File: config.mk
export PLATFORM = sky130hd
export DESIGN_NAME = dda_line_rasterizer_unit
export DESIGN_NICKNAME = d
export VERILOG_FILES = /design/src/rtl/core/dlr_pkg.sv /design/src/rtl/core/dlr_front.sv /design/src/rtl/core/dlr_queue.sv /design/src/rtl/core/dlr_div.sv /design/src/rtl/core/dlr_back.sv /design/src/rtl/core/dda_line_rasterizer_unit.sv
export SDC_FILE = /design/constraint.sdc
export NUM_CORES = 1
export LEC_CHECK = 0
export ABC_AREA = 1
export BUFFER_PORTS_ARGS = -buffer_cell sky130_fd_sc_hd__buf_2
export CORE_UTILIZATION = 43
export DETAILED_ROUTE_END_ITERATION = 8
export HOLD_SLACK_MARGIN = 0.05
export PLACE_DENSITY = 0.69
export SLEW_MARGIN = 20
export SYNTH_ARGS = -nofsm -noshare
export SYNTH_HDL_FRONTEND = slang
export SYNTH_SLANG_ARGS = --single-unit
File: constraint.sdc
create_clock -name i_clk -period 4.57 [get_ports i_clk]
set_input_delay 0.6855 -clock i_clk [delete_from_list [all_inputs] [get_ports i_clk]]
set_output_delay 0.6855 -clock i_clk [all_outputs]
set_load 0.005 [all_outputs]
File: src/rtl/core/dlr_pkg.sv
// ----------------------------------------------------------------------------
// dlr_pkg
// Shared constants and types for the dda line rasterizer.
// ----------------------------------------------------------------------------
package dlr_pkg;

    localparam int COORD_BITS_DEF = 10;
    localparam int FRAC_BITS_DEF  = 16;
    localparam int QUEUE_DEPTH    = 2;

    // operation codes of an input request
    localparam logic OP_START = 1'b0;
    localparam logic OP_STEP  = 1'b1;

    typedef enum logic {
        BACK_IDLE,
        BACK_DIV
    } t_back_state;

endpackage

File: src/rtl/core/dlr_front.sv
// ----------------------------------------------------------------------------
// dlr_front
// Classifies an incoming request: endpoint deltas, their signs and the step
// count, packed into one command word for the queue.
// ----------------------------------------------------------------------------
module dlr_front #(
    parameter int COORD_BITS = dlr_pkg::COORD_BITS_DEF,
    localparam int CMD_W     = 5 * COORD_BITS + 4
) (
    input  logic                  i_operation,
    input  logic [COORD_BITS-1:0] i_start_x,
    input  logic [COORD_BITS-1:0] i_start_y,
    input  logic [COORD_BITS-1:0] i_end_x,
    input  logic [COORD_BITS-1:0] i_end_y,
    input  logic                  i_erase_mode,
    output logic [CMD_W-1:0]      o_cmd
);

    logic                  x_neg;
    logic                  y_neg;
    logic [COORD_BITS-1:0] adx;
    logic [COORD_BITS-1:0] ady;
    logic [COORD_BITS-1:0] steps;

    always_comb begin
        x_neg = i_end_x < i_start_x;
        y_neg = i_end_y < i_start_y;
        adx   = x_neg ? (i_start_x - i_end_x) : (i_end_x - i_start_x);
        ady   = y_neg ? (i_start_y - i_end_y) : (i_end_y - i_start_y);
        steps = (adx > ady) ? adx : ady;
        o_cmd = {i_operation, i_erase_mode, i_start_x, i_start_y, steps, adx, ady,
                 x_neg, y_neg};
    end

endmodule

File: src/rtl/core/dlr_queue.sv
// ----------------------------------------------------------------------------
// dlr_queue
// Small command queue between the front and the back.
// ----------------------------------------------------------------------------
module dlr_queue #(
    parameter int WIDTH = 8,
    parameter int DEPTH = dlr_pkg::QUEUE_DEPTH
) (
    input  logic             i_clk,
    input  logic             i_rst_n,
    input  logic             i_push,
    input  logic [WIDTH-1:0] i_data,
    output logic             o_full,
    input  logic             i_pop,
    output logic             o_valid,
    output logic [WIDTH-1:0] o_data
);

    localparam int PTR_W = (DEPTH > 1) ? $clog2(DEPTH) : 1;
    localparam int CNT_W = $clog2(DEPTH + 1);

    logic [WIDTH-1:0] r_mem [DEPTH];
    logic [PTR_W-1:0] r_wr_ptr;
    logic [PTR_W-1:0] r_rd_ptr;
    logic [CNT_W-1:0] r_count;
    logic             do_push;
    logic             do_pop;

    assign o_full  = r_count == CNT_W'(DEPTH);
    assign o_valid = r_count != '0;
    assign o_data  = r_mem[r_rd_ptr];
    assign do_push = i_push && !o_full;
    assign do_pop  = i_pop && o_valid;

    always_ff @(posedge i_clk) begin
        if (!i_rst_n) begin
            r_wr_ptr <= '0;
            r_rd_ptr <= '0;
            r_count  <= '0;
        end else begin
            if (do_push) begin
                r_wr_ptr <= (r_wr_ptr == PTR_W'(DEPTH - 1)) ? '0 : r_wr_ptr + 1'b1;
            end
            if (do_pop) begin
                r_rd_ptr <= (r_rd_ptr == PTR_W'(DEPTH - 1)) ? '0 : r_rd_ptr + 1'b1;
            end
            if (do_push && !do_pop) begin
                r_count <= r_count + 1'b1;
            end else if (do_pop && !do_push) begin
                r_count <= r_count - 1'b1;
            end
        end
    end

    always_ff @(posedge i_clk) begin
        if (do_push) begin
            r_mem[r_wr_ptr] <= i_data;
        end
    end

endmodule

File: src/rtl/core/dlr_div.sv
// ----------------------------------------------------------------------------
// dlr_div
// Restoring divider, one quotient bit per cycle, x and y side by side.
// Computes mag * 2^FRAC_BITS / steps for mag <= steps.
// ----------------------------------------------------------------------------
module dlr_div #(
    parameter int COORD_BITS = dlr_pkg::COORD_BITS_DEF,
    parameter int FRAC_BITS  = dlr_pkg::FRAC_BITS_DEF
) (
    input  logic                  i_clk,
    input  logic                  i_rst_n,
    input  logic                  i_start,
    input  logic [COORD_BITS-1:0] i_steps,
    input  logic [COORD_BITS-1:0] i_x_mag,
    input  logic [COORD_BITS-1:0] i_y_mag,
    output logic                  o_done,
    output logic [FRAC_BITS:0]    o_x_quot,
    output logic [FRAC_BITS:0]    o_y_quot
);

    localparam int CNT_W = $clog2(FRAC_BITS + 2);

    logic [CNT_W-1:0]      r_cnt;
    logic                  r_done;
    logic [COORD_BITS-1:0] r_div;
    logic [COORD_BITS:0]   r_x_rem;
    logic [COORD_BITS:0]   r_y_rem;
    logic [FRAC_BITS:0]    r_x_quot;
    logic [FRAC_BITS:0]    r_y_quot;
    logic                  x_bit;
    logic                  y_bit;
    logic [COORD_BITS:0]   x_diff;
    logic [COORD_BITS:0]   y_diff;

    always_comb begin
        x_bit  = r_x_rem >= {1'b0, r_div};
        y_bit  = r_y_rem >= {1'b0, r_div};
        // remainder stays below the divisor, so the shift fits
        x_diff = (x_bit ? (r_x_rem - {1'b0, r_div}) : r_x_rem) << 1;
        y_diff = (y_bit ? (r_y_rem - {1'b0, r_div}) : r_y_rem) << 1;
    end

    always_ff @(posedge i_clk) begin
        if (!i_rst_n) begin
            r_cnt  <= '0;
            r_done <= 1'b0;
        end else begin
            r_done <= (r_cnt == CNT_W'(1));
            if (i_start) begin
                r_cnt <= CNT_W'(FRAC_BITS + 1);
            end else if (r_cnt != '0) begin
                r_cnt <= r_cnt - 1'b1;
            end
        end
    end

    always_ff @(posedge i_clk) begin
        if (i_start) begin
            r_div    <= i_steps;
            r_x_rem  <= {1'b0, i_x_mag};
            r_y_rem  <= {1'b0, i_y_mag};
            r_x_quot <= '0;
            r_y_quot <= '0;
        end else if (r_cnt != '0) begin
            r_x_rem  <= x_diff;
            r_y_rem  <= y_diff;
            r_x_quot <= {r_x_quot[FRAC_BITS-1:0], x_bit};
            r_y_quot <= {r_y_quot[FRAC_BITS-1:0], y_bit};
        end
    end

    assign o_done   = r_done;
    assign o_x_quot = r_x_quot;
    assign o_y_quot = r_y_quot;

endmodule

File: src/rtl/core/dlr_back.sv
// ----------------------------------------------------------------------------
// dlr_back
// Carries out queued commands: line setup through the divider, then one
// pixel per step request into the output register.
// ----------------------------------------------------------------------------
module dlr_back #(
    parameter int COORD_BITS = dlr_pkg::COORD_BITS_DEF,
    parameter int FRAC_BITS  = dlr_pkg::FRAC_BITS_DEF,
    localparam int CMD_W     = 5 * COORD_BITS + 4
) (
    input  logic                  i_clk,
    input  logic                  i_rst_n,
    input  logic                  i_q_valid,
    input  logic [CMD_W-1:0]      i_q_cmd,
    output logic                  o_q_pop,
    output logic                  o_out_valid,
    input  logic                  i_out_stall,
    output logic [COORD_BITS-1:0] o_pixel_x,
    output logic [COORD_BITS-1:0] o_pixel_y,
    output logic                  o_pixel_on,
    output logic                  o_last_pixel
);

    localparam int ACC_W  = COORD_BITS + FRAC_BITS;
    localparam int STEP_W = FRAC_BITS + 2;

    logic                  c_op;
    logic                  c_erase;
    logic [COORD_BITS-1:0] c_sx;
    logic [COORD_BITS-1:0] c_sy;
    logic [COORD_BITS-1:0] c_steps;
    logic [COORD_BITS-1:0] c_adx;
    logic [COORD_BITS-1:0] c_ady;
    logic                  c_x_neg;
    logic                  c_y_neg;

    dlr_pkg::t_back_state  r_state;
    dlr_pkg::t_back_state  n_state;
    logic [ACC_W-1:0]      r_x_acc;
    logic [ACC_W-1:0]      r_y_acc;
    logic [STEP_W-1:0]     r_x_inc;
    logic [STEP_W-1:0]     r_y_inc;
    logic [COORD_BITS-1:0] r_left;
    logic                  r_erase;
    logic                  r_x_neg;
    logic                  r_y_neg;
    logic                  r_out_valid;
    logic [COORD_BITS-1:0] r_px;
    logic [COORD_BITS-1:0] r_py;
    logic                  r_pon;
    logic                  r_last;

    logic                  out_free;
    logic                  pop;
    logic                  emit;
    logic                  div_start;
    logic                  div_done;
    logic [FRAC_BITS:0]    x_quot;
    logic [FRAC_BITS:0]    y_quot;
    logic [STEP_W-1:0]     x_mag_inc;
    logic [STEP_W-1:0]     y_mag_inc;

    assign {c_op, c_erase, c_sx, c_sy, c_steps, c_adx, c_ady, c_x_neg, c_y_neg} = i_q_cmd;
    assign out_free = !r_out_valid || !i_out_stall;

    dlr_div #(
        .COORD_BITS (COORD_BITS),
        .FRAC_BITS  (FRAC_BITS)
    ) u_div (
        .i_clk    (i_clk),
        .i_rst_n  (i_rst_n),
        .i_start  (div_start),
        .i_steps  (c_steps),
        .i_x_mag  (c_adx),
        .i_y_mag  (c_ady),
        .o_done   (div_done),
        .o_x_quot (x_quot),
        .o_y_quot (y_quot)
    );

    always_comb begin
        n_state   = r_state;
        pop       = 1'b0;
        emit      = 1'b0;
        div_start = 1'b0;
        case (r_state)
            dlr_pkg::BACK_IDLE: begin
                if (i_q_valid) begin
                    if (c_op == dlr_pkg::OP_START) begin
                        pop = 1'b1;
                        if (c_steps != '0) begin
                            div_start = 1'b1;
                            n_state   = dlr_pkg::BACK_DIV;
                        end
                    end else if (r_left == '0) begin
                        // step with no line in progress is dropped
                        pop = 1'b1;
                    end else if (out_free) begin
                        pop  = 1'b1;
                        emit = 1'b1;
                    end
                end
            end
            dlr_pkg::BACK_DIV: begin
                if (div_done) begin
                    n_state = dlr_pkg::BACK_IDLE;
                end
            end
            default: begin
                n_state = dlr_pkg::BACK_IDLE;
            end
        endcase
    end

    always_comb begin
        x_mag_inc = {1'b0, x_quot};
        y_mag_inc = {1'b0, y_quot};
    end

    always_ff @(posedge i_clk) begin
        if (!i_rst_n) begin
            r_state     <= dlr_pkg::BACK_IDLE;
            r_left      <= '0;
            r_out_valid <= 1'b0;
        end else begin
            r_state <= n_state;
            if (pop && c_op == dlr_pkg::OP_START) begin
                r_left <= c_steps;
            end else if (emit) begin
                r_left <= r_left - 1'b1;
            end
            if (out_free) begin
                r_out_valid <= emit;
            end
        end
    end

    always_ff @(posedge i_clk) begin
        if (pop && c_op == dlr_pkg::OP_START) begin
            r_erase <= c_erase;
            r_x_neg <= c_x_neg;
            r_y_neg <= c_y_neg;
            r_x_acc <= {c_sx, {FRAC_BITS{1'b0}}};
            r_y_acc <= {c_sy, {FRAC_BITS{1'b0}}};
            r_x_inc <= '0;
            r_y_inc <= '0;
        end else begin
            if (div_done) begin
                r_x_inc <= r_x_neg ? (STEP_W'(0) - x_mag_inc) : x_mag_inc;
                r_y_inc <= r_y_neg ? (STEP_W'(0) - y_mag_inc) : y_mag_inc;
            end
            if (emit) begin
                r_x_acc <= r_x_acc + {{(ACC_W-STEP_W){r_x_inc[STEP_W-1]}}, r_x_inc};
                r_y_acc <= r_y_acc + {{(ACC_W-STEP_W){r_y_inc[STEP_W-1]}}, r_y_inc};
            end
        end
        if (emit) begin
            r_px   <= r_x_acc[ACC_W-1:FRAC_BITS];
            r_py   <= r_y_acc[ACC_W-1:FRAC_BITS];
            r_pon  <= !r_erase;
            r_last <= r_left == COORD_BITS'(1);
        end
    end

    assign o_q_pop      = pop;
    assign o_out_valid  = r_out_valid;
    assign o_pixel_x    = r_px;
    assign o_pixel_y    = r_py;
    assign o_pixel_on   = r_pon;
    assign o_last_pixel = r_last;

endmodule

File: src/rtl/core/dda_line_rasterizer_unit.sv
// ----------------------------------------------------------------------------
// dda_line_rasterizer_unit
// DDA line rasterizer: a start request latches a line, each step request
// yields the next pixel of it.
//
//  channel | direction | handshake                   | payload
//  --------+-----------+-----------------------------+------------------------
//  in      | to block  | i_in_valid / o_in_stall     | operation, endpoints,
//          |           |                             | erase_mode
//  out     | from block| o_out_valid / i_out_stall   | pixel_x/y, pixel_on,
//          |           |                             | last_pixel
//
// Step requests run at one pixel per cycle through the command queue and
// the output register, while the output is not stalled and no divide runs.
// A start request with a nonzero length holds the back end in its divide
// state until the bit-serial divider is done and the increments are loaded.
// Reset is synchronous, active low; it empties the queue and goes idle.
// A stall on the output fills the queue, after which o_in_stall rises.
// ----------------------------------------------------------------------------
module dda_line_rasterizer_unit #(
    parameter int COORD_BITS = dlr_pkg::COORD_BITS_DEF,
    parameter int FRAC_BITS  = dlr_pkg::FRAC_BITS_DEF
) (
    input  logic                  i_clk,
    input  logic                  i_rst_n,
    input  logic                  i_in_valid,
    output logic                  o_in_stall,
    input  logic                  i_operation,
    input  logic [COORD_BITS-1:0] i_start_x,
    input  logic [COORD_BITS-1:0] i_start_y,
    input  logic [COORD_BITS-1:0] i_end_x,
    input  logic [COORD_BITS-1:0] i_end_y,
    input  logic                  i_erase_mode,
    output logic                  o_out_valid,
    input  logic                  i_out_stall,
    output logic [COORD_BITS-1:0] o_pixel_x,
    output logic [COORD_BITS-1:0] o_pixel_y,
    output logic                  o_pixel_on,
    output logic                  o_last_pixel
);

    localparam int CMD_W = 5 * COORD_BITS + 4;

    logic [CMD_W-1:0] front_cmd;
    logic [CMD_W-1:0] q_cmd;
    logic             q_full;
    logic             q_valid;
    logic             q_pop;

    dlr_front #(
        .COORD_BITS (COORD_BITS)
    ) u_front (
        .i_operation  (i_operation),
        .i_start_x    (i_start_x),
        .i_start_y    (i_start_y),
        .i_end_x      (i_end_x),
        .i_end_y      (i_end_y),
        .i_erase_mode (i_erase_mode),
        .o_cmd        (front_cmd)
    );

    dlr_queue #(
        .WIDTH (CMD_W),
        .DEPTH (dlr_pkg::QUEUE_DEPTH)
    ) u_queue (
        .i_clk   (i_clk),
        .i_rst_n (i_rst_n),
        .i_push  (i_in_valid),
        .i_data  (front_cmd),
        .o_full  (q_full),
        .i_pop   (q_pop),
        .o_valid (q_valid),
        .o_data  (q_cmd)
    );

    dlr_back #(
        .COORD_BITS (COORD_BITS),
        .FRAC_BITS  (FRAC_BITS)
    ) u_back (
        .i_clk        (i_clk),
        .i_rst_n      (i_rst_n),
        .i_q_valid    (q_valid),
        .i_q_cmd      (q_cmd),
        .o_q_pop      (q_pop),
        .o_out_valid  (o_out_valid),
        .i_out_stall  (i_out_stall),
        .o_pixel_x    (o_pixel_x),
        .o_pixel_y    (o_pixel_y),
        .o_pixel_on   (o_pixel_on),
        .o_last_pixel (o_last_pixel)
    );

    assign o_in_stall = q_full;

endmodule

**Yosys cells after proc, flatten, opt, wreduce, memory -nomap -nowiden**

Memories as Yosys holds them, arrays and structs flattened. A register that Yosys moved wholly into a read port is not among the register bits.
Index checks and enable logic that the tools add are counted.

- Register bits: 201
- Input port bits: 46
- Memories: 1
- Output and inout bits: 24
- Memory bits (writable): 108
- Word-level logic and storage cells: 119

- $add $sub $neg: 16
- Reductions and logical operators: 20
- Equality and inequality tests: 3
- $lt $le $gt $ge: 5
- Bitwise operators: 3
- Mux-type cells: 42

Memory list:

| memory | words | width | read ports | clocked after memory_dff | write ports | line | text |
|---|---|---|---|---|---|---|---|
| u_queue.r_mem | 2 | 54 | 1 | 1 | 1 | dlr_queue.sv:22 | `logic [WIDTH-1:0] r_mem [DEPTH];` |

Operator list:

| cell | number |
|---|---|
| 2-to-1 mux 10 bit | 11 |
| 2-to-1 mux 26 bit | 4 |
| subtractor 10 bit | 6 |
| adder 26 bit | 2 |
| 2-to-1 mux 18 bit | 2 |
| subtractor 1 x 17 -> 18 bit (first input constant) | 2 |
| >= comparator 11 x 10 -> 1 bit | 2 |
| less-than comparator 10 bit | 2 |
| 2-to-1 mux 1 bit | 20 |
| == test 10 x 1 -> 1 bit (second input constant) | 1 |
| greater-than comparator 10 bit | 1 |
| zero test 10 bit | 1 |
| 2-to-1 mux 5 bit | 2 |
| nonzero test 10 bit | 1 |
| subtractor 10 x 1 -> 10 bit (second input constant) | 1 |
| nonzero test 2 bit | 4 |
| zero test 1 bit | 6 |
| == test 5 x 1 -> 1 bit (second input constant) | 1 |
| logical AND 1 bit | 5 |
| nonzero test 5 bit | 1 |
| subtractor 5 x 1 -> 5 bit (second input constant) | 1 |
| 2-to-1 mux 2 bit | 2 |
| inverter 1 bit | 3 |
| adder 1 bit (second input constant) | 2 |
| 6 further kinds | 6 |

**Depth between registers and ports, before layout**

Gate-level depths: netlist of run 1.

- Depth after elaboration: 11
- Mapped depth: 25
- Mapped depth without buffers: 23

**By module**

Synthesis of run 1 repeated with hierarchy kept, for this count alone.

- Cells, all modules: 2,639
- Area total of the unflattened synthesis: 20,319.5 sq um

Modules (own cells, without submodules):

| module | instances | seq. area each (sq um) | cells each | area each (sq um) |
|---|---|---|---|---|
| dlr_back | 1 | 2,952.8 | 1,422 | 9,071.2 |
| dlr_queue | 1 | 3,343.2 | 205 | 4,395.5 |
| dlr_div | 1 | 1,741.7 | 514 | 4,063.9 |
| dlr_front | 1 | 0.0 | 498 | 2,788.9 |

**Worst setup path after synthesis of run 1**

No wires, ideal clock.

- Path kind: input port to flip-flop
- From: in i_start_y[5]
- To: mem u_queue.r_mem[0][23] (netlist bit), data pin
- Arrival: 3.304 ns
- Setup slack: 0.989 ns
- Cell stages on the path: 22
- Library setup time: 0.277 ns
- Buffers on the path: 2
- Required time: 4.293 ns
- Cells stage by stage: inv_1 ha_1 clkbuf_1 nand2_1 nor2_1 and2_1 nor2_1 nand2_1 nand2_1 nand2_1 nand2_1 nand2_1 inv_1 ha_1 nand2_1 nor2_1 o211ai_1 nand3_1 nand2_1 inv_1 clkbuf_1 o21ai_0

- Longest elaborated chain between the ends: 4
- Elaborated cells between the ends (all ways): 6
- Those cells by class: add/sub: 2; order compare: 2; mux: 2

Ends and longest elaborated chain:

| item | line | text |
|---|---|---|
| from (decl) | dda_line_rasterizer_unit.sv:30 | `input logic [COORD_BITS-1:0] i_start_y,` |
| subtractor 10 bit / less-than comparator 10 bit (equally long branches) | dlr_front.sv:29, dlr_front.sv:27 |  |
| 2-to-1 mux 10 bit (*) | dlr_front.sv:29 | `ady = y_neg ? (i_start_y - i_end_y) : (i_end_y - i_start_y);` |
| via front_cmd[11] | dda_line_rasterizer_unit.sv:44 | `logic [CMD_W-1:0] front_cmd;` |
| greater-than comparator 10 bit (*) | dlr_front.sv:30 | `steps = (adx > ady) ? adx : ady;` |
| 2-to-1 mux 10 bit (*) | dlr_front.sv:30 |  |
| via front_cmd[23] | dda_line_rasterizer_unit.sv:44 |  |
| to (decl) | dlr_queue.sv:22 |  |

Mark *: on every way through the listed nets, which the timed path passes. The rest lies on a longest branch.

==> results of run 1 <==
[metrics by stage]
step	worst slack (ns)	instance area (sq um)	power [mW]	instances	hold slack, ns
2_1_floorplan	0.989	19800	11.0	2757	0.431
3_3_place_gp	0.612	20700	13.1	3376	0.457
3_5_place_dp	0.520	20700	13.3	3376	0.463
4_1_cts	1.01	21900	16.4	3446	0.296
5_1_grt	0.677	21900	17.7	3446	0.309
6_report	1.06	21900	16.3	3446	0.328
[worst paths after layout]
| check | endpoint | depth (start not counted) |
|---|---|---|
| min | u_queue.r_mem[0][52] | 1 |
| max reg2reg | u_back.u_div.r_x_rem[9] | 11 |
| max | u_back.u_div.r_x_rem[9] | 11 |
| min reg2reg | u_back.r_x_inc[0] | 2 |
[cell type report]
type                            count  area (sq um)
Multi-Input combinational cell   1936          9780
Tap cell                          600           751
Timing Repair Buffer               86           485
Clock buffer                       56          1110
Sequential cell                   310          8040
Fill cell                        4549         23400
Inverter                          444          1670
Clock inverter                     14           105
[where the power goes]
group          switching, mW  internal, mW  total [mW]
Clock                   1.20          1.75        2.95
Sequential             0.641          4.27        4.91
Combinational           5.66          2.78        8.44
Total                   7.50          8.79        16.3
[registers in the layout (all words and copies together), names as in the netlist, 11 cells and up, named ones only]
name                   flops
u_back.u_div.r_x_rem      11
u_back.r_x_acc            26
u_back.u_div.o_y_quot     17
u_back.u_div.o_x_quot     17
u_queue.r_mem            108
u_back.r_x_inc            18
u_back.r_y_acc            26
u_back.u_div.r_y_rem      11
u_back.r_y_inc            18
[cell usage after synthesis, drive strengths merged]
cell / instances / share of area
o21a: 1 / 0.00038
xnor2: 18 / 0.0080
a211oi: 2 / 0.00076
nand3b: 3 / 0.0011
dfxtp: 127 / 0.13
nand3: 228 / 0.058
inv: 441 / 0.084
o22ai: 1 / 0.00032
a21oi: 125 / 0.032
o21bai: 15 / 0.0057
o221ai: 7 / 0.0031
clkbuf: 32 / 0.0061
nor3: 14 / 0.0041
ha: 127 / 0.080
clkinv: 3 / 0.00057
nor2: 254 / 0.048
and2: 5 / 0.0016
a31oi: 2 / 0.00063
o21ai: 132 / 0.033
a21boi: 2 / 0.00076
fa: 8 / 0.0081
and3: 1 / 0.00032
xor2: 34 / 0.015
a21o: 7 / 0.0027
nand2: 889 / 0.17
nand4: 32 / 0.010
nor3b: 3 / 0.0011
edfxtp: 183 / 0.28
buf: 35 / 0.0094
or2: 14 / 0.0044
o211ai: 12 / 0.0046
[critical path: stages (launching register included)]
cell and delay (ns):
dfxtp_2 0.51, buf_4 0.49, nand2_1 0.11, o21ai_1 0.21, nand2_1 0.11, nor3_2 0.11
nand3_1 0.11, nand2_2 0.48, buf_4 0.45, inv_2 0.34, nand2_1 0.19, nand2_1 0.06
[logic make-up after synthesis]
family                   count (synthesis)  share of synthesized area
AO/OA/AOI/OAI                          306                     0.0839
XOR/XNOR                                52                     0.0230
flip-flops                             310                      0.407
adder cells (fa/ha/maj)                135                     0.0885
buffers and inverters                  511                     0.0998
AND/OR/NAND/NOR                       1443                      0.298
[metal layers]
layer / GRT usage / vias to the layer above
met4: 0.0791 / 0
li1: - / 8937
met2: 0.397 / 442
met5: 0 / -
met3: 0.0267 / 92
met1: 0.295 / 8065
==> run summary, run 1 <==
pwr dens - 743 nW/um^2
die width - 216 um
final clock skew - 0.0213 ns
DPL Wire Length - 40300 um
Longest Clk Path Bufs - 3
initial core utilization - 0.436
global route total overflow - 0
wire length on met1 - 24400 um
Hold/Removal Path Class - input pin to flip-flop
Die Area - 46800 sq um
# port buffers - 69
Max Slew Vio Count - 0
Unique masters post-synth - 39
Worst-path clk slew - 0.06 ns
initial drt markers - 1151
min Tclk post-route - 3.51 ns
max layer used - met4
CTS Buf Count - 38
P_leak - 11.0 nW
WL per Instance - 15.5 um
status - completed
DIE HEIGHT - 216 um
Slew headroom - 0.311
GRT Util Overall - 0.229
Peak supply drop - 0.000426 V
WP data arrival - 3.80 ns
clock tree sinks - 310
Final #Nets - 2997
first-pass GRT wire length - 85700 um
max cap viols - 0
clk root buf - clkbuf_16
# Post-CTS Setup Buffers - 0
Syn Area/Cell - 7.17 sq um
WL met2 - 25100 um
Least-Margin Pin Slew - 1.02 ns
setup TNS - 0 ns
CTS Hold Buffers Added - 0
Mapped Nets - 2938
vias per inst - 5.09
Synth warnings - 0
Clk Latency, worst-skew pair - 0.55 ns
Mapped Cells - 2757
vias in the first global route - 16.7k
highest clock rate - 285 MHz
commonest non-fill, non-tap cell in the layout - nand2_1
flip-flop and latch count after synthesis - 310
final wirelength - 53600 um
Final Cycle Share - 0.767
DR vias - 17.5k
startpoint types - flip-flop
fraction of layout cells with a size suffix above 1 - 0.0594
Diodes inserted - 0
Crit Path Max Fanout - 47
core area - 45400 sq um
DR WL met3 - 2500 um
H-tree depth - 2
hold_sp - i_erase_mode
endpoints failing hold - 0
Mapped Area - 19800 sq um
Setup CP Type - flip-flop to flip-flop
# IOs - 70
largest net degree at the start of global routing - 63
final core occ - 0.483
post-CTS sizing - 0
Seq/Total Area, Yosys - 0.407
RSZ-0062 raised after global routing - false
most frequent cells in the layout - 885 x nand2_1, 437 x inv_1, 252 x nor2_1
initial antenna violation count - 2
area delta synth->final - 11.0%
CTS tree - built
Post-DRT Antenna Nets - 0
TritonRoute pass-1 iters - 8
WP data required - 4.86 ns
Final Wtd Congestion - 0.953
FF-to-FF setup slack - 1.06 ns
FP Rows - 78
drc violations - 0
CP Capture Type - flip-flop
final setup violation count - 0
No activity file was read; power rests on OpenSTA's default activity.
==> run 2, diff against run 1 <==
==> constraint.sdc (replaced) <==
create_clock -name i_clk -period 3.37 [get_ports i_clk]
set_input_delay 0.5055 -clock i_clk [delete_from_list [all_inputs] [get_ports i_clk]]
set_output_delay 0.5055 -clock i_clk [all_outputs]
set_load 0.005 [all_outputs]
==> run 2 against run 1 <==
Against the previous run: total power increased by 35%; hold slack got worse by 0.14 ns; worst setup slack got worse by 0.66 ns; clock power increased by 28%; count of clock-buffer cells in the layout decreased by 3; largest power group unchanged; utilization increased by 1.3 points; final area increased by 2.7%; sequential cell count unchanged.
==> run summary, run 2 (synthesis gave the netlist of run 1 again) <==
clk root buf - clkbuf_16
highest clock rate - 337 MHz
Top reg by flops - u_queue.r_mem
H-tree depth - 2 (unchanged)
DIE HEIGHT - 216 um (unchanged)
vias per inst - 4.98 (-2.1%)
Diodes inserted - 0 (unchanged)
largest net degree at the start of global routing - 62 (-1.6%)
# Post-CTS Setup Buffers - 0 (unchanged)
Largest regs - u_queue.r_mem x108, u_back.r_x_acc x26, u_back.r_y_acc x26
Sw Pwr - 9.93 mW (+32%)
Max Slew Vio Count - 0 (unchanged)
Peak supply drop - 0.000396 V (-7.0%)
global route total overflow - 0 (unchanged)
Flop pwr share - 0.304 (+0.003)
endpoints failing hold - 0 (unchanged)
status - completed
Setup CP Type - input pin to flip-flop
part of the power in the clock network - 0.172 (-0.009)
Post-DP Area - 21400 sq um (+3.2%)
worst reg2reg path depth - 10 (-1)
Gate power share - 0.525 (+0.007)
Least-Margin Pin Slew - 0.825 ns (-0.198 ns)
post-CTS sizing - 0 (unchanged)
initial antenna violation count - 0 (-2)
initial drt markers - 1145 (-0.52%)
Switching Share - 0.453 (-0.00779)
filler instances - 4465 (-1.8%)
CP Capture Type - flip-flop
WP data required - 3.61 ns (-1.25 ns)
CTS Hold Buffers Added - 0 (unchanged)
CTS tree - built
final instance area - 22500 sq um (+2.7%)
Hold EP - u_queue.r_mem[1][52]
P_leak - 11.4 nW (+3.5%)
Worst Hold Path Cells - 1 (unchanged)
setup TNS - 0 ns (unchanged)
Crit Path Max Fanout - 11 (-77%)
# port buffers - 69 (unchanged)
die width - 216 um (unchanged)
final clock skew - 0.0194 ns (-0.00195 ns)
max cap viols - 0 (unchanged)
clock tree sinks - 310 (unchanged)
FP Rows - 78 (unchanged)
final core occ - 0.496 (+0.0130)
Worst-path clk slew - 0.06 ns (about the same)
Final Cycle Share - 0.880
internal power - 12.0 mW (+37%)
hold_sp - i_erase_mode
WL per Instance - 14.7 um (-5.5%)
GRT Util Overall - 0.222 (-0.00707)
final wirelength - 51800 um (-3.4%)
drc violations - 0 (unchanged)
Longest Clk Path Bufs - 3 (unchanged)
RSZ-0062 raised after global routing - false
# IOs - 70 (unchanged)
Final #Nets - 3077 (+2.7%)
Post-DRT Antenna Nets - 0 (unchanged)
max reg flops - 108 (unchanged)
Slew headroom - 0.444 (+0.134)
Clk Latency, worst-skew pair - 0.53 ns (-0.02 ns)
initial core utilization - 0.436 (unchanged)
most frequent cells in the layout - 885 x nand2_1, 437 x inv_1, 252 x nor2_1
core area - 45400 sq um (unchanged)
commonest non-fill, non-tap cell in the layout - nand2_1
min Tclk post-route - 2.97 ns
vias in the first global route - 17.0k (+1.4%)
TritonRoute pass-1 iters - 7 (-1)
first-pass GRT wire length - 84400 um (-1.6%)
FF-to-FF setup slack - 0.71 ns (-0.35 ns)
R2R Path End - u_back.u_div.r_y_rem[9]
area delta synth->final - 13.9%
startpoint types - input pin
Hold/Removal Path Class - input pin to flip-flop
Final Wtd Congestion - 0.953 (unchanged)
fraction of layout cells with a size suffix above 1 - 0.0859 (+0.0265)
final setup violation count - 0 (unchanged)
DR vias - 17.5k (+0.011%)
DPL Wire Length - 39800 um (-1.2%)
pwr dens - 974 nW/um^2 (+31%)
WP data arrival - 3.21 ns (-0.59 ns)
Die Area - 46800 sq um (unchanged)
CTS Buf Count - 34 (-11%)
run 2: changes by cell type in the layout (fill, tap and decap cells not counted), sizes merged:
cell | before | now
inv | 443 | 440
buf | 86 | 170
clkbuf | 56 | 53
clkinvlp | 2 | 0
bufinv | 1 | 0
clkinv | 12 | 13
run 2: how the worst max path moves through the flow:
| stage | slack [ns] | cells past startpoint | endpoint | startpoint |
|---|---|---|---|---|
| 6_report | 0.40 | 18 | u_queue.r_mem[0][26] | i_start_x[3] |
| 5_1_grt | 0.10 | 18 | u_queue.r_mem[0][23] | i_start_x[8] |
| 4_1_cts | 0.42 | 18 | u_queue.r_mem[0][26] | i_start_x[6] |
| 3_5_place_dp | -0.13 | 18 | u_queue.r_mem[0][23] | i_start_x[6] |
| 3_3_place_gp | -0.05 | 20 | u_queue.r_mem[0][26] | i_start_y[3] |
| 2_1_floorplan | -0.03 | 2 | u_queue.r_mem[0][0] | i_in_valid |
run 2: per-stage QoR:
step	power [mW]	worst slack [ns]	std cells	hold slack, ns
after global routing	24.0	0.104	3522	0.169
after global placement	17.9	-0.0506	3460	0.451
final	21.9	0.404	3522	0.183
after floorplan	14.9	-0.0251	2757	0.431
after CTS	22.0	0.418	3522	0.169
after detailed placement	18.2	-0.126	3460	0.451
run 2: layout make-up:
class	count	area, sq um	share of cell area
clock buffers	53	1100	0.0488
clock inverters	9	50.0	0.00222
inverters	444	1670	0.0740
multi-input cells	1936	9780	0.434
flip-flops and latches	310	8040	0.357
well taps	600	751	0.0333
repair buffers	170	1140	0.0507
run 2: worst max-delay path, cell delays in order:
cell      delay (ns)
buf_2           0.09
inv_1           0.04
ha_1            0.39
a21oi_1         0.12
o21ai_0         0.16
nand2_1         0.10
nand3_2         0.08
clkinv_1        0.22
nand2_1         0.14
nand2_1         0.11
ha_1            0.32
nand2_1         0.07
nor2_1          0.18
o211ai_1        0.11
nand3_1         0.09
nand2_1         0.06
inv_1           0.24
o21ai_0         0.17
run 2: power by group through the flow:
stage | Combinational, mW | Sequential (mW) | Clock, mW
2_1_floorplan | 8.58 | 6.36 | 0
3_3_place_gp | 11.2 | 6.71 | 0
3_5_place_dp | 11.4 | 6.74 | 0
4_1_cts | 11.5 | 6.67 | 3.84
5_1_grt | 13.2 | 6.80 | 3.98
6_report | 11.5 | 6.67 | 3.77
run 2: routing by layer:
| layer | routed length [um] | part of all wire | global-route usage |
|---|---|---|---|
| met5 | 0 | 0 | 0 |
| met4 | 1340 | 0.026 | 0.0683 |
| met3 | 2200 | 0.043 | 0.0218 |
| met2 | 24400 | 0.47 | 0.387 |
| met1 | 23800 | 0.46 | 0.290 |
